## src/hw/rtl/cfb_pkg.sv

```systemverilog
`default_nettype none
package cfb_pkg;

  // Input item kinds carried on s_tuser
  localparam logic OP_START   = 1'b0;
  localparam logic OP_PAYLOAD = 1'b1;

  // Configuration register indexes
  localparam logic CFG_START_MARKER = 1'b0;
  localparam logic CFG_END_MARKER   = 1'b1;

  localparam logic [7:0]  START_MARKER_RST = 8'hAA;
  localparam logic [7:0]  END_MARKER_RST   = 8'h00;
  localparam logic [15:0] CRC_INIT         = 16'hFFFF;
  localparam logic [15:0] CRC_POLY         = 16'hA001;
  localparam logic [7:0]  LEN_OVERHEAD     = 8'd3;

  typedef enum logic {
    JOB_START   = 1'b0,
    JOB_PAYLOAD = 1'b1
  } job_kind_t;

  // One classified request from the front to the back
  typedef struct packed {
    job_kind_t  kind;
    logic [7:0] data;   // command for a start, payload byte otherwise
    logic [7:0] len;    // length byte of a start
    logic       close;  // frame ends after this request
  } job_t;

  typedef enum logic [2:0] {
    ST_IDLE,
    ST_LEN,
    ST_CMD,
    ST_CRC_LO,
    ST_CRC_HI,
    ST_END
  } back_state_t;

  // CRC-16/MODBUS update over one byte, LSB first
  function automatic logic [15:0] crc_byte(input logic [15:0] crc, input logic [7:0] b);
    logic [15:0] c;
    c = crc ^ {8'h00, b};
    for (int k = 0; k < 8; k++) begin
      if (c[0]) begin
        c = (c >> 1) ^ CRC_POLY;
      end else begin
        c = c >> 1;
      end
    end
    return c;
  endfunction

endpackage
`default_nettype wire

```

## src/hw/rtl/cfb_front.sv

```systemverilog
`default_nettype none
module cfb_front (
  input  wire logic          clk,
  input  wire logic          rst,
  input  wire logic          s_tvalid,
  output logic               s_tready,
  input  wire logic [23:0]   s_tdata,
  input  wire logic          s_tuser,
  input  wire logic          q_full,
  output logic               q_push,
  output cfb_pkg::job_t      q_job
);
  import cfb_pkg::*;

  logic       frame_open;
  logic       frame_open_next;
  logic [7:0] bytes_left;
  logic [7:0] bytes_left_next;
  logic       accept;
  logic [7:0] command;
  logic [7:0] payload_count;
  logic [7:0] payload_byte;

  assign command       = s_tdata[7:0];
  assign payload_count = s_tdata[15:8];
  assign payload_byte  = s_tdata[23:16];

  assign s_tready = !q_full;
  assign accept   = s_tvalid && s_tready;

  // Classify the request, track the open frame, drop stray payload
  always_comb begin
    frame_open_next = frame_open;
    bytes_left_next = bytes_left;
    q_push          = 1'b0;
    q_job.kind      = JOB_START;
    q_job.data      = command;
    q_job.len       = payload_count + LEN_OVERHEAD;
    q_job.close     = (payload_count == 8'd0);
    if (accept) begin
      if (s_tuser == OP_START) begin
        q_push          = 1'b1;
        frame_open_next = (payload_count != 8'd0);
        bytes_left_next = payload_count;
      end else if (frame_open) begin
        q_push          = 1'b1;
        q_job.kind      = JOB_PAYLOAD;
        q_job.data      = payload_byte;
        q_job.close     = (bytes_left == 8'd1);
        bytes_left_next = bytes_left - 8'd1;
        frame_open_next = (bytes_left != 8'd1);
      end
    end
  end

  always_ff @(posedge clk) begin
    if (rst) begin
      frame_open <= 1'b0;
      bytes_left <= 8'd0;
    end else begin
      frame_open <= frame_open_next;
      bytes_left <= bytes_left_next;
    end
  end

endmodule
`default_nettype wire

```

## src/hw/rtl/cfb_queue.sv

```systemverilog
`default_nettype none
module cfb_queue #(
  parameter int DEPTH = 4
) (
  input  wire logic           clk,
  input  wire logic           rst,
  input  wire logic           push,
  input  wire cfb_pkg::job_t  push_job,
  input  wire logic           pop,
  output cfb_pkg::job_t       head_job,
  output logic                empty,
  output logic                full
);
  import cfb_pkg::*;

  localparam int AW = (DEPTH > 1) ? $clog2(DEPTH) : 1;
  localparam int CW = $clog2(DEPTH + 1);

  job_t          slots [DEPTH];
  logic [AW-1:0] wr_ptr;
  logic [AW-1:0] rd_ptr;
  logic [CW-1:0] fill;

  assign empty    = (fill == CW'(0));
  assign full     = (fill == CW'(DEPTH));
  assign head_job = slots[rd_ptr];

  // Store pushed request
  always_ff @(posedge clk) begin
    if (push) begin
      slots[wr_ptr] <= push_job;
    end
  end

  // Advance pointers and fill level
  always_ff @(posedge clk) begin
    if (rst) begin
      wr_ptr <= '0;
      rd_ptr <= '0;
      fill   <= '0;
    end else begin
      if (push) begin
        wr_ptr <= (wr_ptr == AW'(DEPTH - 1)) ? '0 : wr_ptr + AW'(1);
      end
      if (pop) begin
        rd_ptr <= (rd_ptr == AW'(DEPTH - 1)) ? '0 : rd_ptr + AW'(1);
      end
      if (push && !pop) begin
        fill <= fill + CW'(1);
      end else if (pop && !push) begin
        fill <= fill - CW'(1);
      end
    end
  end

endmodule
`default_nettype wire

```

## src/hw/rtl/cfb_back.sv

```systemverilog
`default_nettype none
module cfb_back (
  input  wire logic           clk,
  input  wire logic           rst,
  input  wire logic           cfg_we,
  input  wire logic           cfg_index,
  input  wire logic [7:0]     cfg_data,
  input  wire cfb_pkg::job_t  head_job,
  input  wire logic           q_empty,
  output logic                q_pop,
  output logic                m_tvalid,
  input  wire logic           m_tready,
  output logic [7:0]          m_tdata,
  output logic                m_tlast
);
  import cfb_pkg::*;

  back_state_t state;
  back_state_t state_next;
  logic [7:0]  start_marker;
  logic [7:0]  end_marker;
  logic [15:0] crc;
  logic [15:0] crc_next;
  logic [7:0]  cmd;
  logic [7:0]  len;
  logic        close;
  logic        load;
  logic        emit;
  logic [7:0]  emit_byte;
  logic        emit_last;
  logic        latch_start;

  // Configuration registers
  always_ff @(posedge clk) begin
    if (rst) begin
      start_marker <= START_MARKER_RST;
      end_marker   <= END_MARKER_RST;
    end else if (cfg_we) begin
      unique case (cfg_index)
        CFG_START_MARKER: start_marker <= cfg_data;
        CFG_END_MARKER:   end_marker   <= cfg_data;
        default:          start_marker <= start_marker;
      endcase
    end
  end

  // Output register may take a new byte when empty or being drained
  assign load = !m_tvalid || m_tready;

  // Sequence the frame bytes and fold them into the CRC
  always_comb begin
    state_next  = state;
    crc_next    = crc;
    emit        = 1'b0;
    emit_byte   = 8'h00;
    emit_last   = 1'b0;
    q_pop       = 1'b0;
    latch_start = 1'b0;
    unique case (state)
      ST_IDLE: begin
        if (load && !q_empty) begin
          emit  = 1'b1;
          q_pop = 1'b1;
          if (head_job.kind == JOB_START) begin
            emit_byte   = start_marker;
            crc_next    = CRC_INIT;
            latch_start = 1'b1;
            state_next  = ST_LEN;
          end else begin
            emit_byte  = head_job.data;
            crc_next   = crc_byte(crc, head_job.data);
            state_next = head_job.close ? ST_CRC_LO : ST_IDLE;
          end
        end
      end
      ST_LEN: begin
        if (load) begin
          emit       = 1'b1;
          emit_byte  = len;
          crc_next   = crc_byte(crc, len);
          state_next = ST_CMD;
        end
      end
      ST_CMD: begin
        if (load) begin
          emit       = 1'b1;
          emit_byte  = cmd;
          crc_next   = crc_byte(crc, cmd);
          state_next = close ? ST_CRC_LO : ST_IDLE;
        end
      end
      ST_CRC_LO: begin
        if (load) begin
          emit       = 1'b1;
          emit_byte  = crc[7:0];
          state_next = ST_CRC_HI;
        end
      end
      ST_CRC_HI: begin
        if (load) begin
          emit       = 1'b1;
          emit_byte  = crc[15:8];
          state_next = ST_END;
        end
      end
      ST_END: begin
        if (load) begin
          emit       = 1'b1;
          emit_byte  = end_marker;
          emit_last  = 1'b1;
          crc_next   = CRC_INIT;
          state_next = ST_IDLE;
        end
      end
      default: state_next = ST_IDLE;
    endcase
  end

  // Hold sequencer state and CRC
  always_ff @(posedge clk) begin
    if (rst) begin
      state <= ST_IDLE;
      crc   <= CRC_INIT;
      close <= 1'b0;
    end else begin
      state <= state_next;
      crc   <= crc_next;
      if (latch_start) begin
        close <= head_job.close;
      end
    end
  end

  // Latch start fields
  always_ff @(posedge clk) begin
    if (latch_start) begin
      cmd <= head_job.data;
      len <= head_job.len;
    end
  end

  // Output register
  always_ff @(posedge clk) begin
    if (rst) begin
      m_tvalid <= 1'b0;
    end else if (load) begin
      m_tvalid <= emit;
    end
  end

  always_ff @(posedge clk) begin
    if (load && emit) begin
      m_tdata <= emit_byte;
      m_tlast <= emit_last;
    end
  end

endmodule
`default_nettype wire

```

## src/hw/rtl/crc16_frame_builder_top.sv

```systemverilog
// crc16_frame_builder_top: serial packet encoder with CRC-16/MODBUS.
//
// Input stream (s_*): s_tuser selects the request kind (0 start, 1 payload).
// A start request emits the start marker, length (count + 3) and command;
// each payload request inside an open frame emits its byte. After the last
// payload byte, or right after the command when the count is zero, the CRC
// (low byte first) and the end marker follow, the end marker with m_tlast.
// Payload outside a frame is dropped; a new start abandons an open frame.
// Output stream (m_*) carries one frame byte per transfer.
// Configuration: cfg_we writes cfg_data into register cfg_index
// (0 start marker, 1 end marker); write only while the block is idle.
// An accepted request passes through the request queue, then the output
// register, before its first byte shows on m_tdata.
// The byte sequencer in the back end sends one output byte per cycle while
// m_tready is high; payload requests go at one per cycle, a start gives 3
// output bytes and a frame close 3 more.
// Reset (rst, synchronous): queue empties, no frame open, markers return to
// 0xAA and 0x00. When m_tready is low the output byte holds and the request
// queue (QUEUE_DEPTH entries) fills, then s_tready drops.
`default_nettype none
module crc16_frame_builder_top #(
  parameter int QUEUE_DEPTH = 4
) (
  input  wire logic        clk,
  input  wire logic        rst,
  input  wire logic        s_tvalid,
  output logic             s_tready,
  input  wire logic [23:0] s_tdata,   // command[7:0], payload_count[15:8], payload_byte[23:16]
  input  wire logic        s_tuser,   // op
  output logic             m_tvalid,
  input  wire logic        m_tready,
  output logic [7:0]       m_tdata,   // out_byte[7:0]
  output logic             m_tlast,   // frame_end
  input  wire logic        cfg_we,
  input  wire logic        cfg_index,
  input  wire logic [7:0]  cfg_data
);
  import cfb_pkg::*;

  job_t push_job;
  job_t head_job;
  logic push;
  logic pop;
  logic q_empty;
  logic q_full;

  cfb_front u_front (
    .clk      (clk),
    .rst      (rst),
    .s_tvalid (s_tvalid),
    .s_tready (s_tready),
    .s_tdata  (s_tdata),
    .s_tuser  (s_tuser),
    .q_full   (q_full),
    .q_push   (push),
    .q_job    (push_job)
  );

  cfb_queue #(
    .DEPTH (QUEUE_DEPTH)
  ) u_queue (
    .clk      (clk),
    .rst      (rst),
    .push     (push),
    .push_job (push_job),
    .pop      (pop),
    .head_job (head_job),
    .empty    (q_empty),
    .full     (q_full)
  );

  cfb_back u_back (
    .clk       (clk),
    .rst       (rst),
    .cfg_we    (cfg_we),
    .cfg_index (cfg_index),
    .cfg_data  (cfg_data),
    .head_job  (head_job),
    .q_empty   (q_empty),
    .q_pop     (pop),
    .m_tvalid  (m_tvalid),
    .m_tready  (m_tready),
    .m_tdata   (m_tdata),
    .m_tlast   (m_tlast)
  );

endmodule
`default_nettype wire

```

## config.mk

```make
export PLATFORM = sky130hd
export DESIGN_NAME = crc16_frame_builder_top
export DESIGN_NICKNAME = d
export VERILOG_FILES = /design/src/hw/rtl/cfb_pkg.sv /design/src/hw/rtl/cfb_front.sv /design/src/hw/rtl/cfb_queue.sv /design/src/hw/rtl/cfb_back.sv /design/src/hw/rtl/crc16_frame_builder_top.sv
export SDC_FILE = /design/constraint.sdc
export NUM_CORES = 1
export LEC_CHECK = 0
export ABC_AREA = 1
export BUFFER_PORTS_ARGS = -buffer_cell sky130_fd_sc_hd__buf_2
export CAP_MARGIN = 20
export CORE_ASPECT_RATIO = 1.25
export CORE_MARGIN = 3
export CORE_UTILIZATION = 38
export CTS_BUF_LIST = sky130_fd_sc_hd__clkbuf_8
export DETAILED_ROUTE_END_ITERATION = 10
export PLACE_DENSITY_LB_ADDON = 0.25
export SLEW_MARGIN = 20
export SYNTH_ARGS = -nofsm -noshare
export SYNTH_HDL_FRONTEND = slang
export SYNTH_SLANG_ARGS = --single-unit
```

## constraint.sdc

```tcl
create_clock -name clk -period 6.52 [get_ports clk]
set_clock_uncertainty 0.1 [all_clocks]
set_input_delay 0.326 -clock clk [delete_from_list [all_inputs] [get_ports clk]]
set_output_delay 0.326 -clock clk [all_outputs]
set_load 0.1 [all_outputs]
```

# --- Word level (Yosys, flattened, before mapping) ---
# Memory sizes are Yosys's and may differ from the RTL's. A register that Yosys moved wholly into a read port is not among the register bits.
# Index checks and enable logic that the tools add are counted.
classes:
  n_addsub: 6
  n_eq_ne: 17
  n_mux: 125
  n_bitwise: 28
  n_reduce_logical: 23
ops:
  columns: ["operator", "count"]
  rows:
  - ["$mux W16", 78]
  - ["$mux W8", 9]
  - ["$not A2 Y3", 24]
  - ["$pmux W16 S4", 1]
  - ["$pmux W8 S6", 1]
  - ["$xor A16 B8 Y16", 3]
  - ["$mux W3", 9]
  - ["$mux W9", 3]
  - ["$pmux W3 S6", 1]
  - ["$mux W1", 16]
  - ["$ne A2 B1 Y1 const B", 7]
  - ["$mux W2", 6]
  - ["$eq A3 B3 Y1 const B", 3]
  - ["$add A8 B2 Y8 const B", 1]
  - ["$eq A8 B1 Y1 const B", 1]
  - ["$logic_not A8 Y1", 1]
  - ["$ne A8 B1 Y1 const B", 1]
  - ["$reduce_bool A8 Y1", 1]
  - ["$sub A8 B1 Y8 const B", 1]
  - ["$eq A3 B2 Y1 const B", 2]
  - ["$logic_not A3 Y1", 2]
  - ["$reduce_and A2 Y1", 3]
  - ["$reduce_and A6 Y1", 1]
  - ["$logic_and A1 B1 Y1", 5]
  - ["13 further kinds", 19]
totals:
  ff_bits: 78
  ramBits: 72
  in_bits: 39
  output_inout_bits: 11
  elab_cells: 215
  mem_count: 1
mem_list:
  columns: ["memory", "depth", "width", "read_ports", "rd_clocked_by_memory_dff", "write_ports", "line_no", "rtl"]
  rows:
  - ["u_queue.slots", 4, 18, 1, 1, 1, "cfb_queue.sv:19", "job_t slots [DEPTH];"]

# --- Longest topological paths before layout ---
depth:
  word_depth: 41
  mapped_depth: 20
  ltp_nobuf: 20

# --- By module ---
# Synthesis repeated with hierarchy kept, for this count alone.
unflattened:
  cells_unflattened: 926
  hier_area_um2: 8037.7
modules_own_cells:
  columns: ["module", "n_inst", "cells_per_inst", "area_per_inst_um2"]
  rows:
  - ["cfb_back", 1, 543, 3945.0]
  - ["cfb_queue", 1, 233, 3165.5]
  - ["cfb_front", 1, 150, 927.1]

# --- Worst setup path after synthesis ---
# OpenSTA, ideal clock, no wires.
synth_timing:
  path_kind: "register -> register"
  start: "register u_queue.fill[1]"
  end: "memory u_queue.slots[0][0] (netlist bit), enable pin"
  setup_time_ns: 0.393
  arrival_time_ns: 2.672
  required_ns: 6.027
  setup_slack_ns: 3.355
  path_stages_with_launch: 8
  path_buffers: 1
  path_cell_list: "dfxtp_1 -> inv_1 -> nand3_1 -> nand2_1 -> a21oi_1 -> inv_1 -> clkbuf_1 -> nor2_1"
synth_via:
  elab_chain_cells: 6
synth_lines:
  columns: ["item", "line_no", "rtl"]
  rows:
  - ["start: declaration", "cfb_queue.sv:22", "logic [CW-1:0] fill;"]
  - ["start signal: assignment", "cfb_queue.sv:49", "fill <= fill + CW'(1);"]
  - ["start signal: assignment", "cfb_queue.sv:51", "fill <= fill - CW'(1);"]
  - ["$eq A3 B3 Y1", "cfb_queue.sv:25", "assign full = (fill == CW'(DEPTH));"]
  - ["$logic_not A1 Y1", "cfb_front.sv:28", "assign s_tready = !q_full;"]
  - ["named net s_tready", "crc16_frame_builder_top.sv:27", "output logic s_tready,"]
  - ["$logic_and A1 B1 Y1", "cfb_front.sv:29", "assign accept = s_tvalid && s_tready;"]
  - ["$mux W1", "cfb_front.sv:40", "if (accept) begin"]
  - ["$mux W1", "cfb_queue.sv:30", "if (push) begin"]
  - ["$mux W1 (not written as such)", "cfb_queue.sv:31", "slots[wr_ptr] <= push_job;"]
  - ["end: declaration", "cfb_queue.sv:19", null]
# The timed path passes the listed nets, and every way through them passes these cells.

# --- Worst setup path after layout ---
layout_timing:
  start: "register u_back.state[2]"
  end: "register u_back.m_tdata[5], enable pin"
layout_via:
  elab_chain_cells: 4
  elab_cells_between_ends: 9
  classes_between: "5 x eq/ne; 1 x mux; 3 x reduce/logical"
layout_lines:
  columns: ["item", "line_no", "rtl"]
  rows:
  - ["start: declaration", "cfb_back.sv:18", "back_state_t state;"]
  - ["start signal: assignment", "cfb_back.sv:126", "state <= state_next;"]
  - ["$eq A3 B1 Y1 (tied with other cells)", "cfb_back.sv:59", "unique case (state)"]
  - ["$reduce_or A5 Y1 (no source line)", null, null]
  - ["$pmux W1 S2 *", "cfb_back.sv:59", null]
  - ["$logic_and A1 B1 Y1 *", "cfb_back.sv:152", "if (load && emit) begin"]
  - ["end signal: assignment", "cfb_back.sv:153", "m_tdata <= emit_byte;"]
  - ["end: declaration", "cfb_back.sv:13", "output logic [7:0] m_tdata,"]
# Mark *: on every way between the ends. The rest lies on a longest branch, timed or not.
# A chain may end at the register's enable or synchronous reset.

==> summary.md <==
| Metric | Value |
|---|---|
| Vertical extent of the die | 169 um |
| Deepest clock path buffer count | 2 |
| CTS H-Tree Depth | 4 |
| GRT overflow | 0 |
| Number of optimization iterations in the first detailed-route pass | 5 |
| Run status | completed |
| Wire length of the first global-routing pass | 32,900 um |
| Fin Hold WS | 25.3 ps |
| Total of fill cells in the finished design | 2,122 |
| Number of remaining DRC errors | 0 |
| Slew margin rel. | 0.300 |
| Count of buffers inserted at the top-level ports | 49 |
| Post_cts resized | 0 |
| FF-to-FF path depth | 5 |
| Synthesized cell area | 8060 sq um |
| Hold Crit Endpoint | u_back.start_marker[5]$_SDFFE_PP1P_ |
| Ant diodes | 0 |
| Max-slew violations | 0 |
| Die area | 23,000 sq um |
| Startpoint type of the worst setup path | flop |
| Worst hold path type | in -> reg |
| Type of element capturing the critical path | flop |
| DRT antenna net count | 0 |
| Count of routing violations after the opening detailed-route iteration | 469 |
| Fin nets | 1,035 |
| Maximum number of pins on one net before global-route repair | 42 |
| Pwr Density | 485 nW/um^2 |
| Number of cells on the worst hold path | 3 |
| Worst reg2reg setup slack | 3610 ps |
| Post-route fraction of the period consumed by the critical path | 0.446 |
| Startpoint of the lowest-slack hold path | cfg_data[5] |
| Final TNS setup | 0 ps |
| Post-Syn Nets | 986 |
| HPWL after detailed placement | 15,300 um |
| Data arrival time of the critical path | 2880 ps |
| Placeable Area | 20,500 sq um |
| Sequential area share after synthesis | 0.498 |
| Sink Count | 152 |
| Highest achievable clock rate | 0.344 GHz |
| Number of warnings issued by yosys | 0 |
| Transition time at the pin with the least slew margin | 1050 ps |
| #FFs+latches synth | 152 |
| Category of the most critical setup path | reg -> reg |
| Number of hold violations in the final report | 0 |
| Destination of the worst register-to-register timing path | u_back.m_tdata[5]$_DFFE_PP_ |
| Number of clock buffers inserted by TritonCTS | 17 |
| Per-cell routed wire length | 16.4 um |
| Clock root buffer | sky130_fd_sc_hd__clkbuf_8 |
| Rows | 58 |
| R2r startpoint | u_back.state[2]$_SDFFE_PP0P_ |
| Number of unique standard cell types used by synthesis | 52 |
| Post-detailed-routing wire length | 20,900 um |
| Fin util | 0.437 |
| Cell count after synthesis | 937 |
| Final Wtd Congestion | 0.873 |
| Unrepaired setup endpoints after global routing | no |
| Global router's overall resource usage | 0.185 |
| Data required time of the worst path | 6490 ps |
| Vias in the first global route | 6,257 |
| Number of top-level pins | 50 |
| Fraction of final layout cells with drive strength greater than 1 | 0.146 |
| TritonCTS clock tree | built |
| Syn_area_per_cell | 8.60 sq um |
| Clock transition at the registers of the reported paths | 80 ps |
| Static Leakage | 3.82 nW |
| Peak fanout along the critical path | 12 |
| Clock latency on the worst-skew pair | 450 ps |
| Number of vias after detailed routing | 6,511 |
| Post-detailed-route via-to-cell ratio | 5.13 |
| Final critical delay including setup and external delays | 2910 ps |
| Starting Density | 0.394 |
| Antenna violations before repair | 0 |
| Width of the die | 136 um |
| Synth-to-layout area growth | 10.9% |
| Highest ir drop seen on vdd | 0.225 mV |
| Max Cap Viol | 0 |
| Final setup violation count | 0 |
[power breakdown]
group | internal, mW | switching (mW)
combinational | 0.622 | 1.55
clock | 0.379 | 0.341
sequential | 1.27 | 0.169
[cell usage in the layout (no fill, tap or decap), types with 9 or more instances in the layout]
cell type                  instances
sky130_fd_sc_hd__nand2_1         237
sky130_fd_sc_hd__edfxtp_1         97
sky130_fd_sc_hd__inv_1            95
sky130_fd_sc_hd__nor2_1           87
sky130_fd_sc_hd__o21ai_0          71
sky130_fd_sc_hd__nand3_1          60
sky130_fd_sc_hd__dfxtp_1          55
sky130_fd_sc_hd__buf_2            49
sky130_fd_sc_hd__a21oi_1          42
sky130_fd_sc_hd__nand2_2          18
sky130_fd_sc_hd__clkbuf_8         18
sky130_fd_sc_hd__xor2_1           12
sky130_fd_sc_hd__o211ai_1         11
sky130_fd_sc_hd__o221ai_1         11
sky130_fd_sc_hd__o22ai_1          11
sky130_fd_sc_hd__buf_4            10
sky130_fd_sc_hd__nand3_2           9
sky130_fd_sc_hd__xnor2_1           9
sky130_fd_sc_hd__ha_1              9
[how the worst max path moves through the flow]
stage                                 start                       endpoint  slack (ps)  cells after the start
6_report       u_back.state[2]$_SDFFE_PP0P_    u_back.m_tdata[5]$_DFFE_PP_        3610                      5
5_1_grt        u_back.state[2]$_SDFFE_PP0P_    u_back.m_tdata[2]$_DFFE_PP_        3410                      5
4_1_cts        u_back.state[2]$_SDFFE_PP0P_   u_back.m_tlast$_SDFFCE_PN0P_        3640                      5
3_5_place_dp   u_back.state[2]$_SDFFE_PP0P_    u_back.m_tdata[1]$_DFFE_PP_        3640                      5
3_3_place_gp   u_back.state[2]$_SDFFE_PP0P_   u_back.m_tlast$_SDFFCE_PN0P_        3740                      5
2_1_floorplan  u_queue.fill[1]$_SDFFE_PP0P_  u_queue.slots[0][0]$_DFFE_PP_        3350                      7
[Yosys cell counts (all sizes together)]
| cell | n | share of area |
|---|---|---|
| nand3 | 72 | 0.055 |
| a311oi | 1 | 0.0011 |
| o32ai | 5 | 0.0054 |
| or2 | 1 | 0.00078 |
| o31ai | 1 | 0.00093 |
| o311ai | 3 | 0.0033 |
| inv | 100 | 0.048 |
| fa | 1 | 0.0025 |
| nor2 | 94 | 0.047 |
| and3 | 1 | 0.00078 |
| o22ai | 11 | 0.0085 |
| o211a | 1 | 0.0012 |
| clkbuf | 14 | 0.0065 |
| nor3 | 4 | 0.0025 |
| a31oi | 3 | 0.0023 |
| o21ai | 73 | 0.045 |
| o211ai | 12 | 0.012 |
| nor4 | 2 | 0.0016 |
| nand2 | 261 | 0.13 |
| a221oi | 1 | 0.0011 |
| a32oi | 2 | 0.0045 |
| a22oi | 7 | 0.0065 |
| xor2 | 17 | 0.025 |
| a211oi | 3 | 0.0028 |
| o2111ai | 1 | 0.0011 |
| nand4 | 4 | 0.0031 |
| dfxtp | 55 | 0.14 |
| xnor2 | 9 | 0.0098 |
| edfxtp | 97 | 0.36 |
| o221ai | 11 | 0.012 |
| ha | 9 | 0.014 |
| buf | 19 | 0.020 |
| a21oi | 42 | 0.026 |
[worst max-delay path, stage by stage, from the launching register on]
cell	delay [ps]
sky130_fd_sc_hd__dfxtp_1	410
sky130_fd_sc_hd__nor2_1	200
sky130_fd_sc_hd__inv_1	60
sky130_fd_sc_hd__nor2_1	630
sky130_fd_sc_hd__nor2_1	280
sky130_fd_sc_hd__a31oi_1	850
[through the flow]
stage | worst slack (ps) | total power, mW | cells | instance area, sq um
after floorplan | 3350 | 3.12 | 937 | 8060
after global placement | 3740 | 3.60 | 1233 | 8510
after detailed placement | 3640 | 3.62 | 1233 | 8510
after CTS | 3640 | 4.34 | 1269 | 8940
after global routing | 3410 | 4.64 | 1269 | 8940
final | 3610 | 4.33 | 1269 | 8940
[cell families (layout without fill, tap and decap cells)]
logic type,after synthesis,count (layout),share of synthesized area
and+or+nand+nor,439,439,0.243
AOI/OAI and AO/OA,177,177,0.134
DFF,152,152,0.498
buffers and inverters,133,195,0.0746
xor gates and xnor gates,26,26,0.0343
adders and majority gates,10,10,0.0164
[area by class of cell]
type | instances | area [sq um] | area share
flip-flops and latches | 152 | 4010 | 0.449
multi-input cells | 652 | 3450 | 0.386
inverters | 100 | 388 | 0.0434
repair buffers | 63 | 360 | 0.0403
well taps | 270 | 338 | 0.0378
clock buffers | 18 | 248 | 0.0277
clock inverters | 14 | 145 | 0.0162
[sequential cells by signal, summed over array words and instances, names as in the netlist, 3 cells and up, named ones only]
| name | cells |
|---|---|
| u_queue.slots | 72 |
| u_back.start_marker | 8 |
| u_back.crc | 16 |
| u_back.len | 8 |
| u_back.cmd | 8 |
| u_back.state | 3 |
| u_queue.fill | 3 |
| u_front.bytes_left | 8 |
| u_back.m_tdata | 8 |
| u_back.end_marker | 8 |
[repair_timing]
item	CTS	global route
setup endpoints to repair	0	0
hold buffers	4	0
endpoints found under the hold margin	4	0
setup buffers	0	0
[metal layers]
layer / wire length, um / vias up / global-route usage
met5: 0 / - / 0
met4: 895 / 0 / 0.0872
met3: 886 / 46 / 0.0300
met2: 10200 / 192 / 0.316
met1: 8900 / 3023 / 0.228
li1: - / 3250 / -
(Power assumes the default switching activity.)
